--- src/rtl/pdws_pkg.sv ---
// Shared types, codes and default parameters of the pulse delay/width splitter.
`default_nettype none

package pdws_pkg;

    localparam int SERDES_BITS_DEF       = 4;
    localparam int NUM_OUTPUTS_DEF       = 8;
    localparam int COARSE_DELAY_BITS_DEF = 24;
    localparam int COARSE_WIDTH_BITS_DEF = 24;

    localparam logic [31:0] OP_MODE  = 32'h0000_0000;
    localparam logic [31:0] OP_DELAY = 32'h4000_0000;
    localparam logic [31:0] OP_WIDTH = 32'h8000_0000;
    localparam logic [1:0]  MODE_PAT = 2'h2;

    typedef enum logic [1:0] {
        CMD_MODE  = 2'd0,
        CMD_DELAY = 2'd1,
        CMD_WIDTH = 2'd2
    } t_cmd;

    typedef enum logic [1:0] {
        WORD_SEL  = 2'd0,
        WORD_DLY  = 2'd1,
        WORD_WID  = 2'd2,
        WORD_MODE = 2'd3
    } t_word;

    typedef enum logic [2:0] {
        ST_IDLE,
        ST_DIV_START,
        ST_DIV_WAIT,
        ST_CALC,
        ST_SEL,
        ST_DLY,
        ST_WID,
        ST_MODE
    } t_state;

    typedef struct packed {
        logic  accept;
        logic  start;
        logic  calc;
        t_word word;
    } t_dp_ctl;

    typedef struct packed {
        logic item_ok;
        logic div_idle;
    } t_dp_stat;

endpackage

`default_nettype wire

--- src/rtl/pdws_div.sv ---
// Divider by a constant divisor through a registered reciprocal multiplication.
`default_nettype none

module pdws_div
    import pdws_pkg::*;
#(
    parameter int NUM_W   = 26,
    parameter int DIVISOR = SERDES_BITS_DEF
) (
    input  wire logic                         i_clk,
    input  wire logic                         i_rst_n,
    input  wire logic                         i_start,
    input  wire logic [NUM_W-1:0]             i_num,
    output logic                              o_busy,
    output logic [NUM_W-1:0]                  o_quot,
    output logic [$clog2(DIVISOR)-1:0]        o_rem
);

    localparam int RemW = $clog2(DIVISOR);
    // The quotient is floor(n * RECIP / 2^SH), exact for every n below 2^NUM_W.
    localparam int SH   = NUM_W + RemW;
    localparam int PW   = SH + NUM_W;
    localparam logic [PW-1:0] RECIP =
        PW'(((64'd1 << SH) + 64'(DIVISOR) - 64'd1) / 64'(DIVISOR));

    logic [NUM_W-1:0] r_num;
    logic [PW-1:0]    r_prod;
    logic [NUM_W-1:0] r_quot;
    logic [RemW-1:0]  r_rem;
    logic [1:0]       r_stage;

    logic [NUM_W-1:0] quot;
    logic [NUM_W-1:0] back;
    logic [NUM_W-1:0] diff;

    always_comb begin
        quot = r_prod[SH +: NUM_W];
        back = quot * NUM_W'(DIVISOR);
        diff = r_num - back;
    end

    always_ff @(posedge i_clk) begin
        if (!i_rst_n) begin
            r_stage <= '0;
        end else if (i_start) begin
            r_stage <= 2'b01;
        end else begin
            r_stage <= {r_stage[0], 1'b0};
        end
    end

    // The start registers the numerator; the product is registered next, then the quotient and remainder.
    always_ff @(posedge i_clk) begin
        if (i_start) begin
            r_num <= i_num;
        end
        if (r_stage[0]) begin
            r_prod <= PW'(r_num) * RECIP;
        end
        if (r_stage[1]) begin
            r_quot <= quot;
            r_rem  <= diff[RemW-1:0];
        end
    end

    assign o_busy = |r_stage;
    assign o_quot = r_quot;
    assign o_rem  = r_rem;

endmodule

`default_nettype wire

--- src/rtl/pdws_ctrl.sv ---
// Controller state machine: request intake, divide wait and the four-word output run.
`default_nettype none

module pdws_ctrl
    import pdws_pkg::*;
(
    input  wire logic     i_clk,
    input  wire logic     i_rst_n,
    input  wire logic     i_s_tvalid,
    output logic          o_s_tready,
    input  wire logic     i_m_tready,
    output logic          o_m_tvalid,
    output t_dp_ctl       o_ctl,
    input  wire t_dp_stat i_stat
);

    t_state r_state;
    t_state n_state;

    always_ff @(posedge i_clk) begin
        if (!i_rst_n) begin
            r_state <= ST_IDLE;
        end else begin
            r_state <= n_state;
        end
    end

    always_comb begin
        n_state = r_state;
        unique case (r_state)
            ST_IDLE: begin
                if (i_s_tvalid && i_stat.item_ok) begin
                    n_state = ST_DIV_START;
                end
            end
            ST_DIV_START: n_state = ST_DIV_WAIT;
            ST_DIV_WAIT: begin
                if (i_stat.div_idle) begin
                    n_state = ST_CALC;
                end
            end
            ST_CALC: n_state = ST_SEL;
            ST_SEL: begin
                if (i_m_tready) begin
                    n_state = ST_DLY;
                end
            end
            ST_DLY: begin
                if (i_m_tready) begin
                    n_state = ST_WID;
                end
            end
            ST_WID: begin
                if (i_m_tready) begin
                    n_state = ST_MODE;
                end
            end
            ST_MODE: begin
                if (i_m_tready) begin
                    n_state = ST_IDLE;
                end
            end
            default: n_state = ST_IDLE;
        endcase
    end

    always_comb begin
        o_s_tready   = 1'b0;
        o_m_tvalid   = 1'b0;
        o_ctl.accept = 1'b0;
        o_ctl.start  = 1'b0;
        o_ctl.calc   = 1'b0;
        o_ctl.word   = WORD_SEL;
        unique case (r_state)
            ST_IDLE: begin
                o_s_tready   = 1'b1;
                o_ctl.accept = i_s_tvalid;
            end
            ST_DIV_START: o_ctl.start = 1'b1;
            ST_DIV_WAIT:  ;
            ST_CALC:      o_ctl.calc = 1'b1;
            ST_SEL: begin
                o_m_tvalid = 1'b1;
                o_ctl.word = WORD_SEL;
            end
            ST_DLY: begin
                o_m_tvalid = 1'b1;
                o_ctl.word = WORD_DLY;
            end
            ST_WID: begin
                o_m_tvalid = 1'b1;
                o_ctl.word = WORD_WID;
            end
            ST_MODE: begin
                o_m_tvalid = 1'b1;
                o_ctl.word = WORD_MODE;
            end
            default: ;
        endcase
    end

endmodule

`default_nettype wire

--- src/rtl/pdws_dp.sv ---
// Datapath: request check, per-output stores, coarse/fine split and output words.
`default_nettype none

module pdws_dp
    import pdws_pkg::*;
#(
    parameter int SERDES_BITS       = SERDES_BITS_DEF,
    parameter int NUM_OUTPUTS       = NUM_OUTPUTS_DEF,
    parameter int COARSE_DELAY_BITS = COARSE_DELAY_BITS_DEF,
    parameter int COARSE_WIDTH_BITS = COARSE_WIDTH_BITS_DEF
) (
    input  wire logic        i_clk,
    input  wire logic        i_rst_n,
    input  wire logic [71:0] i_s_tdata,
    input  wire t_dp_ctl     i_ctl,
    output t_dp_stat         o_stat,
    output logic [31:0]      o_m_tdata,
    output logic             o_m_tuser,
    output logic             o_m_tlast
);

    localparam int SerW  = $clog2(SERDES_BITS);
    localparam int DlyW  = (COARSE_DELAY_BITS + SerW > 31) ? 31 : COARSE_DELAY_BITS + SerW;
    localparam int WidW  = (COARSE_WIDTH_BITS + SerW > 31) ? 31 : COARSE_WIDTH_BITS + SerW;
    localparam int IdxW  = (NUM_OUTPUTS > 1) ? $clog2(NUM_OUTPUTS) : 1;
    localparam logic [63:0] DlyLimit = 64'(SERDES_BITS) << COARSE_DELAY_BITS;
    localparam logic [63:0] WidLimit = 64'(SERDES_BITS) << COARSE_WIDTH_BITS;

    logic [1:0]  in_cmd;
    logic [31:0] in_idx;
    logic [31:0] in_val;
    logic        val_ok;
    logic        item_ok;

    logic [DlyW-1:0] r_delay [NUM_OUTPUTS];
    logic [WidW-1:0] r_width [NUM_OUTPUTS];
    logic [1:0]      r_mode  [NUM_OUTPUTS];
    logic [IdxW-1:0] r_idx;

    logic [DlyW-1:0] rd_d;
    logic [WidW-1:0] rd_w;
    logic [1:0]      rd_m;

    logic            busy_d;
    logic            busy_w;
    logic [DlyW-1:0] quot_d;
    logic [WidW-1:0] quot_w;
    logic [SerW-1:0] rem_d;
    logic [SerW-1:0] rem_w;

    logic [31:0] r_word_sel;
    logic [31:0] r_word_dly;
    logic [31:0] r_word_wid;
    logic [31:0] r_word_mode;

    logic [SerW-1:0]        zeros;
    logic [SerW:0]          lead;
    logic                   short_w;
    logic [SerW:0]          tsum;
    logic                   wrap;
    logic [SerW-1:0]        rm;
    logic [WidW-1:0]        cw;
    logic [31:0]            first_short;
    logic [SERDES_BITS-1:0] first_long;
    logic [SERDES_BITS-1:0] first;
    logic [31:0]            lastp;
    logic [63:0]            cd_shift;
    logic [63:0]            cw_shift;

    // Input word: cmd, then output_index, then value.
    always_comb begin
        in_cmd = i_s_tdata[1:0];
        in_idx = i_s_tdata[33:2];
        in_val = i_s_tdata[65:34];
    end

    always_comb begin
        unique case (in_cmd)
            CMD_MODE:  val_ok = (in_val[31:2] == 30'd0);
            CMD_DELAY: val_ok = !in_val[31] && ({32'd0, in_val} < DlyLimit);
            CMD_WIDTH: val_ok = !in_val[31] && ({32'd0, in_val} < WidLimit);
            default:   val_ok = 1'b0;
        endcase
        // A negative index has bit 31 set and fails the unsigned compare.
        item_ok = val_ok && (in_idx < 32'(NUM_OUTPUTS));
    end

    always_ff @(posedge i_clk) begin
        if (!i_rst_n) begin
            for (int i = 0; i < NUM_OUTPUTS; i++) begin
                r_delay[i] <= '0;
                r_width[i] <= '0;
                r_mode[i]  <= '0;
            end
        end else if (i_ctl.accept && item_ok) begin
            unique case (in_cmd)
                CMD_MODE:  r_mode[in_idx[IdxW-1:0]]  <= in_val[1:0];
                CMD_DELAY: r_delay[in_idx[IdxW-1:0]] <= in_val[DlyW-1:0];
                CMD_WIDTH: r_width[in_idx[IdxW-1:0]] <= in_val[WidW-1:0];
                default:   ;
            endcase
        end
    end

    always_ff @(posedge i_clk) begin
        if (i_ctl.accept && item_ok) begin
            r_idx <= in_idx[IdxW-1:0];
        end
    end

    always_comb begin
        rd_d = r_delay[r_idx];
        rd_w = r_width[r_idx];
        rd_m = r_mode[r_idx];
    end

    pdws_div #(
        .NUM_W   (DlyW),
        .DIVISOR (SERDES_BITS)
    ) u_div_dly (
        .i_clk   (i_clk),
        .i_rst_n (i_rst_n),
        .i_start (i_ctl.start),
        .i_num   (rd_d),
        .o_busy  (busy_d),
        .o_quot  (quot_d),
        .o_rem   (rem_d)
    );

    pdws_div #(
        .NUM_W   (WidW),
        .DIVISOR (SERDES_BITS)
    ) u_div_wid (
        .i_clk   (i_clk),
        .i_rst_n (i_rst_n),
        .i_start (i_ctl.start),
        .i_num   (rd_w),
        .o_busy  (busy_w),
        .o_quot  (quot_w),
        .o_rem   (rem_w)
    );

    // The remainder after the leading partial word is found from the width's own
    // quotient and remainder: r = w - (S - z) = (qw - 1) * S + (rw + z).
    always_comb begin
        zeros       = (rd_m == MODE_PAT) ? '0 : rem_d;
        lead        = (SerW + 1)'(SERDES_BITS) - {1'b0, zeros};
        short_w     = (32'(rd_w) <= 32'(lead));
        tsum        = {1'b0, rem_w} + {1'b0, zeros};
        wrap        = (tsum >= (SerW + 1)'(SERDES_BITS));
        rm          = wrap ? SerW'(tsum - (SerW + 1)'(SERDES_BITS)) : tsum[SerW-1:0];
        cw          = wrap ? quot_w : quot_w - WidW'(1);
        first_short = ((32'd1 << rd_w) - 32'd1) << zeros;
        first_long  = {SERDES_BITS{1'b1}} << zeros;
        first       = short_w ? first_short[SERDES_BITS-1:0] : first_long;
        lastp       = short_w ? 32'd0 : ((32'd1 << rm) - 32'd1);
        cd_shift    = 64'(quot_d) << SERDES_BITS;
        cw_shift    = short_w ? 64'd0 : (64'(cw) << SERDES_BITS);
    end

    always_ff @(posedge i_clk) begin
        if (i_ctl.calc) begin
            r_word_sel  <= 32'd1 << r_idx;
            r_word_dly  <= OP_DELAY | cd_shift[31:0] | 32'(first);
            r_word_wid  <= OP_WIDTH | cw_shift[31:0] | lastp;
            r_word_mode <= OP_MODE | {30'd0, rd_m};
        end
    end

    always_comb begin
        unique case (i_ctl.word)
            WORD_SEL:  o_m_tdata = r_word_sel;
            WORD_DLY:  o_m_tdata = r_word_dly;
            WORD_WID:  o_m_tdata = r_word_wid;
            WORD_MODE: o_m_tdata = r_word_mode;
            default:   o_m_tdata = r_word_sel;
        endcase
        o_m_tuser = (i_ctl.word != WORD_SEL);
        o_m_tlast = (i_ctl.word == WORD_MODE);
    end

    assign o_stat.item_ok  = item_ok;
    assign o_stat.div_idle = !(busy_d || busy_w);

endmodule

`default_nettype wire

--- src/rtl/pulse_delay_width_splitter.sv ---
// Top level of the pulse delay/width splitter: controller, datapath and checks.
// Each request sets the mode, delay or width of one pulse output; a request with a bad
// command, output index or value is dropped in the cycle it is taken and gives no words.
// A good request updates the store and then sends four words: output select (tuser 0),
// delay, width and mode (tuser 1, tlast on the mode word). One request is handled at a
// time. The divides by SERDES_BITS run as a pipelined reciprocal multiplication; once
// both dividers are idle the four words are registered and the select word is offered;
// the four words then leave at one per cycle while the sink is ready, and a new request
// is taken the cycle after the mode word goes out.
`default_nettype none

module pulse_delay_width_splitter
    import pdws_pkg::*;
#(
    parameter int SERDES_BITS       = SERDES_BITS_DEF,
    parameter int NUM_OUTPUTS       = NUM_OUTPUTS_DEF,
    parameter int COARSE_DELAY_BITS = COARSE_DELAY_BITS_DEF,
    parameter int COARSE_WIDTH_BITS = COARSE_WIDTH_BITS_DEF
) (
    input  wire logic        i_clk,
    input  wire logic        i_rst_n,
    input  wire logic        i_s_axis_tvalid,
    output logic             o_s_axis_tready,
    input  wire logic [71:0] i_s_axis_tdata,  // cmd[1:0], output_index[33:2], value[65:34]
    output logic             o_m_axis_tvalid,
    input  wire logic        i_m_axis_tready,
    output logic [31:0]      o_m_axis_tdata,  // data[31:0]
    output logic             o_m_axis_tuser,  // target[0]
    output logic             o_m_axis_tlast
);

    t_dp_ctl  ctl;
    t_dp_stat stat;

    pdws_ctrl u_ctrl (
        .i_clk      (i_clk),
        .i_rst_n    (i_rst_n),
        .i_s_tvalid (i_s_axis_tvalid),
        .o_s_tready (o_s_axis_tready),
        .i_m_tready (i_m_axis_tready),
        .o_m_tvalid (o_m_axis_tvalid),
        .o_ctl      (ctl),
        .i_stat     (stat)
    );

    pdws_dp #(
        .SERDES_BITS       (SERDES_BITS),
        .NUM_OUTPUTS       (NUM_OUTPUTS),
        .COARSE_DELAY_BITS (COARSE_DELAY_BITS),
        .COARSE_WIDTH_BITS (COARSE_WIDTH_BITS)
    ) u_dp (
        .i_clk     (i_clk),
        .i_rst_n   (i_rst_n),
        .i_s_tdata (i_s_axis_tdata),
        .i_ctl     (ctl),
        .o_stat    (stat),
        .o_m_tdata (o_m_axis_tdata),
        .o_m_tuser (o_m_axis_tuser),
        .o_m_tlast (o_m_axis_tlast)
    );

    // No new request is taken while a word is still on offer.
    a_no_overlap: assert property (@(posedge i_clk) disable iff (!i_rst_n)
        o_m_axis_tvalid |-> !o_s_axis_tready)
        else $error("request taken while output words pending");

    // The mode word closes the run and always targets the configuration register.
    a_last_target: assert property (@(posedge i_clk) disable iff (!i_rst_n)
        (o_m_axis_tvalid && o_m_axis_tlast) |-> o_m_axis_tuser)
        else $error("last word with select target");

    // After the mode word is taken the block goes back to waiting for a request.
    a_run_ends: assert property (@(posedge i_clk) disable iff (!i_rst_n)
        (o_m_axis_tvalid && i_m_axis_tready && o_m_axis_tlast) |=>
            (!o_m_axis_tvalid && o_s_axis_tready))
        else $error("output run did not end after last word");

endmodule

`default_nettype wire

--- config.mk ---
export PLATFORM = sky130hd
export DESIGN_NAME = pulse_delay_width_splitter
export DESIGN_NICKNAME = d
export VERILOG_FILES = /design/src/rtl/pdws_pkg.sv /design/src/rtl/pdws_div.sv /design/src/rtl/pdws_ctrl.sv /design/src/rtl/pdws_dp.sv /design/src/rtl/pulse_delay_width_splitter.sv
export SDC_FILE = /design/constraint.sdc
export NUM_CORES = 1
export LEC_CHECK = 0
export ABC_AREA = 1
export BUFFER_PORTS_ARGS = -buffer_cell sky130_fd_sc_hd__buf_2
export CAP_MARGIN = 20
export CORE_MARGIN = 5
export CORE_UTILIZATION = 65
export CTS_BUF_LIST = sky130_fd_sc_hd__clkbuf_8
export DETAILED_ROUTE_END_ITERATION = 6
export PLACE_DENSITY_LB_ADDON = 0.2
export SKIP_LAST_GASP = 1
export SYNTH_ARGS = -nofsm -noshare
export SYNTH_HDL_FRONTEND = slang
export SYNTH_SLANG_ARGS = --single-unit
--- constraint.sdc ---
create_clock -name i_clk -period 7.1 [get_ports i_clk]
set_input_delay 1.42 -clock i_clk [delete_from_list [all_inputs] [get_ports i_clk]]
set_output_delay 1.42 -clock i_clk [all_outputs]
set_load 0.1 [all_outputs]
==> summary.txt <==
Power and ir drop
  – Power Dens Cells: 249.3 nW/um^2
  – P_int: ~0.0060 W
  – Total leakage power: 12.54 nW
  – Gate power share: 4.6%
  – Net Sw Power: roughly 0.0017 W
  – Sequential power share: between 50% and 60%
  – Worst vdd ir: 0.1388 mV
  – Clock power frac: 36.1%
  – Sw Ratio: 22.43%

Layout
  – Layout cells sized above 1: 14.13%
  – Antenna cells: 0
  – Storage element area: 19840 um^2
  – Fillers: 2962
  – Area growth, synth to finish: 8.728%
  – Final std cells w/o fill: 3260
  – Multi-input gate area in the final layout: 7003 um^2
  – # nets final: 2693

Worst hold path
  – Hold Path Sink: u_dp.u_div_dly.o_quot[7]$_DFFE_PP_
  – Worst hold path stage count: 0
  – HP Class: reg -> reg
  – Hold Path Origin: u_dp.u_div_dly.r_prod[35]$_DFFE_PP_

Critical path
  – Crit-path cells: buf_4, nor2_1, o22ai_1, nand2_1, nand2_1, nand2_1, nand2_2, inv_1, ha_1, fa_1, nor2_1, inv_1, nor2_1, inv_1, nor2_1, inv_1, nor2_1, nand3_1, nor2_1, nand2_1, xor2_1, o21ai_0
  – CP required: 7.50 ns
  – R2R setup slack: 2.29 ns
  – Worst reg-to-reg path cell count: 22
  – Crit Path Max Fanout: 93
  – Setup CP Type: reg -> reg
  – CP peak stage delay: between 0.8 and 0.9 ns
  – Slowest CP cell: buf_4
  – Worst EP arrival: about 5.2 ns
  – Critical path's most frequent cell: nor2_1
  – R2R Path End: u_dp.r_word_wid[26]$_DFFE_PP_
  – Crit end category: register
  – CP Launch Type: register

Timing
  – Skew final: roughly 0.028 ns
  – Max Fclk: 0.2081 GHz
  – Max-slew violation count: 0
  – Unrepaired setup endpoints after global routing: false
  – Slew HR: 24.13%
  – Setup-failing EPs final: 0
  – Total negative setup slack: 0 ns
  – Setup ws final: 2.294 ns
  – Post-route minimum period: 4.806 ns
  – Final hold viol count: 0
  – Slew @ Worst Pin: 1.135 ns
  – Final worst path period share: 67.70%

Logic synthesis
  – Yosys warning total: 0
  – Largest family of logic cells by synthesized area: simple AND/OR/NAND/NOR gates
  – Synth Flop Type: edfxtp_1
  – Area share of the largest cell type after synthesis: slightly below 70%
  – Sequential element share of the synthesized area: about 70%
  – Fraction of registers with async set/reset: 0%
  – Mux contribution to synthesized area: 0%
  – Synth Area in Simple Gates: between 10% and 20%
  – Largest cells by area after synthesis: edfxtp_1 69%, nor2_1 6.6%, nand2_1 6.0%
  – Mapped cell area: 28500 um^2
  – Synth Area in XOR/XNOR: 0.4917%
  – Cells after synthesis: 2498
  – Syn nets: 2587
  – Post-synth top area cell: edfxtp_1
  – Complex-gate fraction of the synthesized area: 4.478%
  – Post-synth EDFFs: between 600 and 700
  – #FFs+latches synth: 663
  – Synthesized-area fraction occupied by adder cells: 0.5971%
  – Avg Cell Area, Syn: 11.41 um^2
  – Netlist cell types: 45

Floorplanning
  – Initial core utilization: 65.86%
  – Core area: 43270 um^2
  – Rows: 76
  – Die height: 219.4 um
  – # IOs: 112
  – Die ar.: just under 50000 um^2
  – Die X: 219.4 um

GRT
  – Initial antenna violation count: 0
  – Tot GR Track Use: 28.40%
  – Largest net degree at the start of global routing: 94
  – Number of global-route vias before repair: 18720
  – GRT overflow: 0
  – First-pass GRT wire length: 103.9 mm

CTS
  – CTS tree: done
  – Clock Tree Buf Depth: 3
  – Clk_lat worst skew: around 0.67 ns
  – CTS clock-pin slew for the worst setup and hold paths: 0.06 ns
  – Cts bufs inserted: 103
  – H-tree lvl count: 3
  – Post-CTS Resized: 0
  – CTS Hold Bufs: 0
  – Clk sink count: between 600 and 700
  – Post-CTS setup buffer count: 0
  – Root Buffer: clkbuf_8

Place
  – Number of port buffers: 105
  – Pre-CTS worst setup slack: between 1.5 and 2 ns
  – Placed cells: 3083
  – DP HPWL: approximately 40 mm
  – GP Congestion: around 0.95

Drt
  – Via density: 5.806
  – Post-DR wirelength/cell: 20.38 um
  – # DRC: 0
  – Total number of vias: 18930
  – First drt pass iteration count: 6
  – Post-DRT Antenna Nets: 0
  – Final WL: 66.43 mm
  – DR iter-0 viols: 2608

Job
  – MaxCap Viol Count: 0

Outcome
  – Run status: completed
==> synth_stat cells (9+ instances only) <==
cell	n
nand2_1	456
inv_1	198
nand3_1	130
nor2_1	498
ha_1	12
clkinv_1	21
o21ai_0	41
a21oi_1	15
xnor2_1	9
a31oi_1	28
nor3_1	14
edfxtp_1	655
buf_2	26
nand2_4	17
clkbuf_1	70
buf_6	38
nor2_2	77
a22o_1	21
nand4_1	31
o21ai_1	9
a22oi_1	53
==> placed cells by master (no fill, tap or decap), drive strengths merged, types with 4 or more instances in the layout <==
master	instances
ha	12
a22oi	53
nor2	577
o21ai	52
dfxtp	8
a21oi	16
xnor2	9
xor2	7
edfxtp	655
nor3	18
nand2	475
a31oi	28
a211oi	8
nor4	8
o211ai	4
clkbuf	106
buf	142
nand4	31
or2	7
clkinv	48
o22ai	5
inv	241
a22o	21
nand3	130
==> per-layer routing <==
| layer | GRT usage (%) | up-vias | share of wire (%) |
|---|---|---|---|
| li1 | - | 8655 | - |
| met1 | 38.89 | 9060 | 39 |
| met2 | 45.09 | 1058 | 47 |
| met3 | 5.035 | 154 | 9.9 |
| met4 | 13.19 | 0 | 4.3 |
| met5 | 0 | - | 0 |
==> power by group through the flow <==
stage / Combinational, W / Clock (W) / Sequential [W]
6_report: 0.000358 / 0.00279 / 0.00458
5_1_grt: 0.000387 / 0.00302 / 0.00459
4_1_cts: 0.000358 / 0.00283 / 0.00458
3_5_place_dp: 0.000357 / 0 / 0.00466
3_3_place_gp: 0.000347 / 0 / 0.00465
2_1_floorplan: 0.000200 / 0 / 0.00466
==> stage by stage <==
step / utilization, % / total power (W) / area (um^2) / hold slack [ns]
finish: 71.61 / 0.007725 / 30980 / 0.4020
detailed placement: 67.50 / 0.005013 / 29200 / 0.4045
floorplan: - / 0.004857 / 28500 / 0.4003
global placement: 67.50 / 0.004993 / 29200 / 0.4005
CTS: 71.58 / 0.007761 / 30970 / 0.4104
global route: 71.61 / 0.007996 / 30980 / 0.4159
==> area by class of cell <==
cell class,instances,share of cell area (%)
clock buffer,106,4.708
inverter,222,2.697
tap,585,2.362
timing repair buffer,142,2.617
multi-input combinational,1472,22.60
sequential,663,64.02
clock inverter,70,0.9934
==> how the worst max path moves through the flow <==
stage,depth (start not counted),endpoint,start
final,22,u_dp.r_word_wid[26]$_DFFE_PP_,register
after global routing,22,u_dp.r_word_wid[26]$_DFFE_PP_,register
after global placement,13,u_dp.r_delay[7][7]$_SDFFCE_PN0P_,i_s_axis_tdata[52]
after detailed placement,13,u_dp.r_width[2][21]$_SDFFCE_PN0P_,i_s_axis_tdata[52]
after CTS,22,u_dp.r_word_wid[26]$_DFFE_PP_,register
after floorplan,6,o_m_axis_tdata[28],u_ctrl.r_state[2]$_SDFFE_PN0P_
==> state kept, by name, summed over array words and instances (netlist names), 8 cells and up, named ones only <==
register               count
u_dp.u_div_wid.o_quot     24
u_dp.u_div_dly.r_num      26
u_dp.r_word_wid           30
u_dp.r_delay             208
u_dp.u_div_dly.o_quot     24
u_dp.r_width             208
u_dp.u_div_dly.r_prod     24
u_dp.r_mode               16
u_dp.u_div_wid.r_num      26
u_dp.u_div_wid.r_prod     24
u_dp.r_word_sel            8
u_dp.r_word_dly           28
==> cell families (layout without fill, tap and decap cells) <==
logic type	after synthesis	count (layout)
fa+ha+maj	13	13
compound gates	193	193
buf+inv	363	540
flops	663	663
xor+xnor	16	16
simple gates	1250	1250
==> worst max-delay path: cells and delay by family, from the launching register on <==
family	cells	cell delay, ns
adder cells (fa/ha/maj)	2	0.71
buffers and inverters	5	1.18
XOR/XNOR	1	0.13
flip-flops	1	0.52
AND/OR/NAND/NOR	12	1.68
AO/OA/AOI/OAI	2	0.27
Note: power is estimated with default switching activity, not from simulation.
